<file path="config.mk">
export PLATFORM = sky130hd
export DESIGN_NAME = npss_back
export DESIGN_NICKNAME = d
export VERILOG_FILES = /design/src/rtl/npss_pkg.sv /design/src/rtl/npss_back.sv
export SDC_FILE = /design/constraint.sdc
export NUM_CORES = 1
export LEC_CHECK = 0
export BUFFER_PORTS_ARGS = -buffer_cell sky130_fd_sc_hd__buf_2
export CAP_MARGIN = 25
export CORE_UTILIZATION = 45
export CTS_CLUSTER_DIAMETER = 100
export DETAILED_ROUTE_END_ITERATION = 10
export PLACE_DENSITY = 0.75
export SETUP_SLACK_MARGIN = 0.15
export SLEW_MARGIN = 20
export SYNTH_ARGS = -nofsm -noshare
export SYNTH_HDL_FRONTEND = slang
export SYNTH_SLANG_ARGS = --single-unit
</file>
<file path="constraint.sdc">
create_clock -name clock -period 6.25 [get_ports clock]
set_clock_uncertainty 0.1 [all_clocks]
set_input_delay 0.9375 -clock clock [delete_from_list [all_inputs] [get_ports clock]]
set_output_delay 0.9375 -clock clock [all_outputs]
set_load 0.005 [all_outputs]
</file>
<file path="src/rtl/npss_pkg.sv">
`timescale 1ns / 1ps
// ----------------------------------------------------------------------------
// Nearest point search package
// Shared constants and register indices for the point search.
// ----------------------------------------------------------------------------
package npss_pkg;
   localparam int COORD_BITS_DEF = 16;
   localparam int CSR_ADDR_BITS = 4;
   localparam logic [1:0] REG_START_X = 2'd0;
   localparam logic [1:0] REG_START_Y = 2'd1;
   localparam logic [1:0] REG_END_X = 2'd2;
   localparam logic [1:0] REG_END_Y = 2'd3;
endpackage

</file>
<file path="src/rtl/npss_back.sv">
`timescale 1ns / 1ps
// ----------------------------------------------------------------------------
// Minimum tracker
// Keeps the nearest point of the current set and emits it on the last point.
// ----------------------------------------------------------------------------
module npss_back #(
   parameter int CB = npss_pkg::COORD_BITS_DEF
) (
   input  logic              clock,
   input  logic              reset,
   input  logic              in_valid,
   output logic              in_ready,
   input  logic [CB-1:0]     in_x,
   input  logic [CB-1:0]     in_y,
   input  logic              in_last,
   input  logic [2*CB+1:0]   in_dist,
   output logic              out_valid,
   input  logic              out_ready,
   output logic [CB-1:0]     out_x,
   output logic [CB-1:0]     out_y,
   output logic [2*CB:0]     out_dist
);
   import npss_pkg::*;
   logic [CB-1:0] bx_ff, by_ff;
   logic [2*CB+1:0] bd_ff;
   logic ov_ff;
   logic [CB-1:0] ox_ff, oy_ff;
   logic [2*CB:0] od_ff;
   logic take, better;
   logic [CB-1:0] nx, ny;
   logic [2*CB+1:0] nd;

   assign in_ready = !ov_ff || out_ready;
   assign take = in_valid && in_ready;
   assign better = in_dist < bd_ff;
   assign nx = better ? in_x : bx_ff;
   assign ny = better ? in_y : by_ff;
   assign nd = better ? in_dist : bd_ff;
   assign out_valid = ov_ff;
   assign out_x = ox_ff;
   assign out_y = oy_ff;
   assign out_dist = od_ff;

   always_ff @(posedge clock) begin
      if (reset) begin
         bx_ff <= '0;
         by_ff <= '0;
         bd_ff <= '1;
         ov_ff <= 1'b0;
      end else begin
         if (out_ready) ov_ff <= 1'b0;
         if (take) begin
            if (in_last) begin
               bx_ff <= '0;
               by_ff <= '0;
               bd_ff <= '1;
               ov_ff <= 1'b1;
               ox_ff <= nx;
               oy_ff <= ny;
               od_ff <= nd[2*CB:0];
            end else begin
               bx_ff <= nx;
               by_ff <= ny;
               bd_ff <= nd;
            end
         end
      end
   end
endmodule

</file>
Yosys cells after proc, flatten, opt, wreduce, memory -nomap -nowiden
Index checks and enable logic that the tools add are counted.
{"block": "totals", "reg_bits": 132, "latch_bits": 0, "ramBits": 0, "mem_bits_ro": 0, "input_bits": 71, "output_inout_bits": 67, "wordCells": 25, "mem_count": 0}
{"block": "classes", "addsub": 0, "mul": 0, "div_mod_pow": 0, "order_cmp": 1, "eq_ne": 0, "n_shift": 0, "mux": 9, "n_bitwise": 1, "n_reduce_logical": 6}
{"cell": "34-bit 2-to-1 mux", "n": 2}
{"cell": "16-bit 2-to-1 mux", "n": 4}
{"cell": "34-bit less-than comparator", "n": 1}
{"cell": "1-bit 2-to-1 mux", "n": 3}
{"cell": "3-bit AND reduction", "n": 1}
{"cell": "2-bit AND reduction", "n": 1}
{"cell": "2-bit nonzero test", "n": 1}
{"cell": "1-bit logical AND", "n": 1}
{"cell": "1-bit zero test", "n": 1}
{"cell": "1-bit logical OR", "n": 1}
{"cell": "1-bit NOT", "n": 1}

Longest topological paths before layout
Gate-level depths: netlist (run 1).
{"block": "depth", "ltp_word": 4, "mapped_depth": 11, "mapped_depth_nobuf": 9}

Least setup slack after synthesis (run 1)
Ideal clock, no wire load.
{"block": "synth_timing", "path_type": "input to register", "start": "input out_ready", "end": "register od_ff[0] (netlist: out_dist[0]), enable pin", "setup_time_ns": 0.497, "t_arrival_ns": 4.332, "required_ns": 5.653, "setup_slack_ns": 1.321, "cell_stages": 3, "path_cell_list": "nand2b_1 -> nor2b_1 -> nor2b_1"}
{"block": "synth_between", "elab_chain_len": 3}
{"element": "start, declared", "line_no": "npss_back.sv:18", "text": "input logic out_ready,"}
{"element": "1-bit logical OR", "line_no": "npss_back.sv:33", "text": "assign in_ready = !ov_ff || out_ready;"}
{"element": "1-bit logical AND", "line_no": "npss_back.sv:34", "text": "assign take = in_valid && in_ready;"}
{"element": "3-bit AND reduction (no line)"}
{"element": "end signal, assigned", "line_no": "npss_back.sv:60", "text": "od_ff <= nd[2*CB:0];"}
{"element": "end, declared", "line_no": "npss_back.sv:28", "text": "logic [2*CB:0] od_ff;"}
No other way between the ends.
A chain may end at the register's enable or synchronous reset.

Final worst setup path (run 1)
{"block": "layout_timing", "start": "input in_dist[7]", "end": "register bd_ff[0]"}
{"block": "layout_between", "elab_chain_len": 3}
{"element": "start, declared", "line_no": "npss_back.sv:16", "text": "input logic [2*CB+1:0] in_dist,"}
{"element": "34-bit less-than comparator", "line_no": "npss_back.sv:35", "text": "assign better = in_dist < bd_ff;"}
{"element": "34-bit 2-to-1 mux", "line_no": "npss_back.sv:38", "text": "assign nd = better ? in_dist : bd_ff;"}
{"element": "34-bit 2-to-1 mux", "line_no": "npss_back.sv:53", "text": "if (in_last) begin"}
{"element": "end signal, assigned", "line_no": "npss_back.sv:64", "text": "bd_ff <= nd;"}
{"element": "end, declared", "line_no": "npss_back.sv:25", "text": "logic [2*CB+1:0] bd_ff;"}
No other way between the ends. The select of a mux whose other input is x is not followed.

==> flow_metrics.env, run 1 <==
export IMPL_ff2ff_setup_slack_ns=2.97
export IMPL_ctsHoldBuffers=0
export IMPL_fin_crit_sh_pct=57.43
export IMPL_ctsResizeCount=0
export IMPL_yosysSeqAreaShare_pct=57.68
export IMPL_ctsLongestPathBuffers=2
export IMPL_grt_max_degree=100
export IMPL_initial_core_util_pct=46.75
export IMPL_ys_ff_latch=132
export IMPL_final_common_cell="buf_2"
export IMPL_synth_cell_types=32
export IMPL_run_status="finished clean"
export IMPL_async_flop_share_pct=0
export IMPL_ys_flop_type="dfxtp_1"
export IMPL_grt_pass1_vias=4113
export IMPL_crit_start="in_dist[7]"
export IMPL_dieArea_um2=13140
export IMPL_ys_warn_count=0
export IMPL_finalCriticalPeriod_ns=3.590
export IMPL_cts_tree="yes"
export IMPL_insertion_delay_ns=0.41
export IMPL_synth_edf_count=65
export IMPL_arrival_ns=3.76
export IMPL_fin_nets=726
export IMPL_antenna_found_initial=0
export IMPL_die_w_um=114.6
export IMPL_ios=138
export IMPL_cts_sinks=132
export IMPL_port_buffers=137
export IMPL_fp_dieH_um=114.6
export IMPL_gp_congestion=0.8004
export IMPL_worst_pin_slew_ns=0.9873
export IMPL_layout_setup_ws_ns=2.660
export IMPL_rsz0062_at_grt="false"
export IMPL_setup_tns_ns=0
export IMPL_p_per_area_nw_per_um2=314.6
export IMPL_gr_usage_all_layers_pct=19.62
export IMPL_finalHoldViolCount=0
export IMPL_grt_overflow_total=0
export IMPL_final_setup_viol_count=0
export IMPL_wire_per_inst_um=15.37
export IMPL_crit_required_ns=6.42
export IMPL_fmax_ghz=0.2786
export IMPL_ir_worst_vdd_v=0.0001297
export IMPL_r2r_start="bd_ff[7]"
export IMPL_clkTransAtPathRegs_ns=0.05
export IMPL_wl_mm=12.36
export IMPL_syn_area_um2=5709
export IMPL_slew_headroom_pct=34.18
export IMPL_synth_cells=488
export IMPL_p_leak_nw=3.174
export IMPL_dp_hpwl_mm=8.425
export IMPL_cts_root_buffer="clkbuf_16"
export IMPL_pre_cts_slack_ns=2.293
export IMPL_final_layout_size_suffix_gt1_share_pct=33.70
export IMPL_drv_cap=0
export IMPL_area_growth_pct=25.40
export IMPL_num_rows=40
export IMPL_cp_max_fo=99
export IMPL_critical_path_class="in -> reg"
export IMPL_final_cell_mix="137 x buf_2, 77 x nand2_1, 67 x dfxtp_1, 65 x edfxtp_1, 37 x o21ai_0"
export IMPL_h_tree_depth=4
export IMPL_min_from="by_ff[2]"
export IMPL_first_iter_violations=291
export IMPL_syn_nets=592
export IMPL_numCtsBuffers=17
export IMPL_core_area_um2=12210
export IMPL_drv_slew=0
export IMPL_drcViolationCount=0
export IMPL_firstDrtPassIters=5
export IMPL_cp_end_kind="flip-flop"
export IMPL_viasPerCell=5.235
export IMPL_postRouteAntennaNets=0
export IMPL_hold_class="reg -> reg"
export IMPL_start_kind="input port"
export IMPL_vias=4209
export IMPL_grt_pass1_wl_mm=19.69
export IMPL_post_cts_buffers=0
export IMPL_syn_area_per_cell_um2=11.70
[worst max-delay path, cell delays in order]
cell,delay (ns)
buf_2,0.12
ha_1,0.30
a211oi_1,0.21
nor2_1,0.07
a311oi_1,0.36
a211oi_2,0.17
nor4_2,0.38
buf_4,0.82
mux2i_1,0.26
nand2_1,0.06
[sequential cells by signal, summed over array words and instances (netlist names)]
name and flops:
out_x 16, out_valid 1, by_ff 16, out_dist 33, out_y 16, bx_ff 16, bd_ff 34
[final timing paths]
check	cells after the start	end
max	10	bd_ff[0]
min reg2reg	1	by_ff[2]
min	1	by_ff[2]
max reg2reg	10	bd_ff[0]
[logic make-up after synthesis]
group                    count (synthesis)  synth area share (%)
AND/OR/NAND/NOR                        102                 7.868
adder cells (fa/ha/maj)                 33                 7.232
multiplexers                            34                 6.684
flip-flops                             132                 57.68
AO/OA/AOI/OAI                          124                 15.65
buffers and inverters                   63                 4.887
[report_power, final]
| group | switching, mW | internal, mW | total [mW] |
|---|---|---|---|
| combinational | 0.163 | 0.116 | 0.279 |
| sequential | 0.0132 | 0.967 | 0.980 |
| clock | 0.348 | 0.645 | 0.992 |
| total | 0.524 | 1.73 | 2.25 |
[cell type report]
cell class | count | area (um2)
Inverter | 33 | 123.9
Sequential cell | 132 | 3293
Clock inverter | 10 | 130.1
Timing Repair Buffer | 145 | 773.2
Fill cell | 1031 | 5052
Clock buffer | 22 | 464.2
Tap cell | 168 | 210.2
Multi-Input combinational cell | 293 | 2162
Antenna cell | 1 | 2.502
[layer usage]
layer	track usage (%)	part of all wire [%]	vias up
li1	-	-	2078
met1	22.32	41	2002
met2	33.70	51	108
met3	6.406	5.5	21
met4	8.485	2.1	0
met5	0	0	-
[synthesized netlist by cell type (2+ instances only)]
library cell	number	area (um2)
a211oi_1	2	15.01
a21oi_1	14	70.07
a32o_1	32	320.3
and4_1	2	17.52
buf_2	10	50.05
buf_6	4	45.04
clkbuf_1	16	60.06
dfxtp_1	67	1341
edfxtp_1	65	1952
ha_1	33	412.9
inv_1	33	123.9
mux2_2	33	371.6
nand2_1	77	289.0
nand2b_1	2	12.51
nand3_1	3	15.01
nand4_1	3	18.77
nor2_1	7	26.28
nor2b_1	2	12.51
o211ai_1	34	255.2
o21ai_0	37	185.2
[stage by stage]
step,util (%),hold slack (ns),cells,power (mW),area [um2]
2_1_floorplan,-,0.3380,488,1.185,5709
3_3_place_gp,53.39,0.3440,769,1.258,6520
3_5_place_dp,53.74,0.3539,771,1.276,6563
4_1_cts,58.61,0.3667,803,2.271,7157
5_1_grt,58.61,0.3758,803,2.349,7157
6_report,58.63,0.3611,804,2.252,7159
(Power assumes the default switching activity.)
==> run 2, diff against run 1 <==
--- a/config.mk
+++ b/config.mk
@@ -10,7 +10,7 @@
 export CORE_UTILIZATION = 45
 export CTS_CLUSTER_DIAMETER = 100
 export DETAILED_ROUTE_END_ITERATION = 10
-export PLACE_DENSITY = 0.75
+export PLACE_DENSITY = 0.78
 export SETUP_SLACK_MARGIN = 0.15
 export SLEW_MARGIN = 20
 export SYNTH_ARGS = -nofsm -noshare
==> constraint.sdc (replaced) <==
create_clock -name clock -period 3 [get_ports clock]
set_clock_uncertainty 0.1 [all_clocks]
set_input_delay 0.45 -clock clock [delete_from_list [all_inputs] [get_ports clock]]
set_output_delay 0.45 -clock clock [all_outputs]
set_load 0.005 [all_outputs]
==> flow_metrics.env, run 2 (same netlist as run 1, synthesis figures left out) <==
export IMPL_run_status="finished clean"
export IMPL_vias=4535
export IMPL_place_area_um2=6834
export IMPL_finalHoldViolCount=0
export IMPL_rsz0062_at_grt="true"
export IMPL_final_layout_size_suffix_gt1_share_pct=41.75
export IMPL_finalCriticalPeriod_ns=2.805
export IMPL_slew_headroom_pct=67.32
export IMPL_r2r_start="bd_ff[31]"
export IMPL_ir_worst_vdd_v=0.0003436
export IMPL_final_common_cell="buf_2"
export IMPL_final_setup_viol_count=0
export IMPL_die_w_um=114.6
export IMPL_h_tree_depth=4
export IMPL_num_rows=40
export IMPL_fin_crit_sh_pct=93.52
export IMPL_crit_start="bd_ff[31]"
export IMPL_grtUsageMet2_pct=38.55
export IMPL_drcViolationCount=0
export IMPL_antenna_cells=0
export IMPL_clkTransAtPathRegs_ns=0.06
export IMPL_port_buffers=137
export IMPL_worst_pin_slew_ns=0.4896
export IMPL_first_iter_violations=328
export IMPL_initial_core_util_pct=46.75
export IMPL_fp_dieH_um=114.6
export IMPL_ctsHoldBuffers=0
export IMPL_cp_max_fo=13
export IMPL_antenna_found_initial=0
export IMPL_postRouteAntennaNets=0
export IMPL_area_growth_pct=38.24
export IMPL_regMostFlops="bd_ff"
export IMPL_r2r_end="out_dist[5]"
export IMPL_numCtsBuffers=17
export IMPL_cts_sinks=132
export IMPL_grt_pass1_vias=4572
export IMPL_area_sequential_um2=3294
export IMPL_drv_slew=0
export IMPL_fin_nets=776
export IMPL_power_mw=4.996
export IMPL_multi_input_area_um2=2347
export IMPL_hold_class="in -> reg"
export IMPL_start_kind="flip-flop"
export IMPL_p_leak_nw=3.519
export IMPL_largest_register_ffs=34
export IMPL_fmax_ghz=0.3564
export IMPL_gp_congestion=0.8194
export IMPL_finalInstanceArea_um2=7893
export IMPL_gr_usage_all_layers_pct=21.69
export IMPL_cp_end_kind="flip-flop"
export IMPL_met1_usage_pct=24.61
export IMPL_p_per_area_nw_per_um2=633.0
export IMPL_core_area_um2=12210
export IMPL_viasPerCell=5.317
export IMPL_fill_cells=931
export IMPL_final_cell_mix="137 x buf_2, 77 x nand2_1, 66 x dfxtp_1, 65 x edfxtp_1, 41 x buf_4"
export IMPL_wire_per_inst_um=16.92
export IMPL_grt_pass1_wl_mm=21.67
export IMPL_ctsLongestPathBuffers=2
export IMPL_grt_max_degree=35
export IMPL_cts_tree="yes"
export IMPL_dp_hpwl_mm=8.985
export IMPL_gr_max_usage_layer="met2"
export IMPL_wl_mm=14.43
export IMPL_cts_root_buffer="clkbuf_16"
export IMPL_insertion_delay_ns=0.43
export IMPL_dieArea_um2=13140
export IMPL_crit_required_ns=3.04
export IMPL_arrival_ns=2.85
export IMPL_globalRouteMet3Util_pct=5.453
export IMPL_firstDrtPassIters=4
export IMPL_drv_cap=0
export IMPL_grt_overflow_total=0
export IMPL_r2r_cells=11
export IMPL_ff2ff_setup_slack_ns=0.19
export IMPL_holdWs_ns=0.1782
export IMPL_min_from="in_y[4]"
export IMPL_critical_path_class="reg -> reg"
export IMPL_ios=138
export IMPL_crit_path_end="out_dist[5]"
==> run 2: timing repair <==
action / CTS / global route
buffers inserted: 3 / 5
pin swaps: 4 / 8
resized for setup: 11 / 33
setup endpoints to repair: 91 / 104
cloned: 3 / 4
==> run 2: critical path, stage by stage, from the launching register on <==
cell	delay [ns]
dfxtp_1	0.32
inv_1	0.08
ha_4	0.29
nand4_2	0.11
or4_4	0.60
a211oi_4	0.30
nor3_4	0.06
buf_6	0.16
buf_4	0.15
clkbuf_16	0.16
nand2_1	0.07
o21ai_0	0.12
==> run 2: per-layer routing <==
metal / wire length [um] / vias up
met5: 0 / -
met3: 558 / 30
met2: 7645 / 127
met4: 342 / 0
met1: 5884 / 2193
li1: - / 2185
==> run 2: worst min-delay path by stage <==
stage / to / slack (ns) / depth (start not counted)
2_1_floorplan: bx_ff[0] / 0.34 / 1
3_3_place_gp: by_ff[6] / 0.34 / 1
3_5_place_dp: by_ff[14] / 0.35 / 1
4_1_cts: bd_ff[33] / 0.14 / 3
5_1_grt: by_ff[9] / 0.17 / 2
6_report: by_ff[4] / 0.18 / 2
==> run 2: final cells by class <==
type,instances,area share (%)
clock buffers,17,5.390
clock inverters,15,2.394
well taps,168,2.663
flip-flops and latches,132,41.74
inverters,33,1.569
repair buffers,195,16.50
multi-input cells,293,29.74
==> run 2: metrics by stage <==
| step | setup WS (ns) | cells | utilization, % | setup TNS (ns) |
|---|---|---|---|---|
| after floorplan | 0.4206 | 488 | - | 0 |
| after global routing | 0.07919 | 853 | 64.63 | 0 |
| after global placement | -0.3830 | 804 | 55.75 | -19.36 |
| final | 0.1945 | 853 | 64.63 | 0 |
| after CTS | 0.1441 | 844 | 62.41 | 0 |
| after detailed placement | -0.4131 | 806 | 55.96 | -21.00 |
==> run 2: report_power, final <==
group / internal [mW] / total, mW / switching [mW]
clock network: 1.38 / 2.15 / 0.774
registers: 2.01 / 2.04 / 0.0298
logic: 0.388 / 0.800 / 0.412
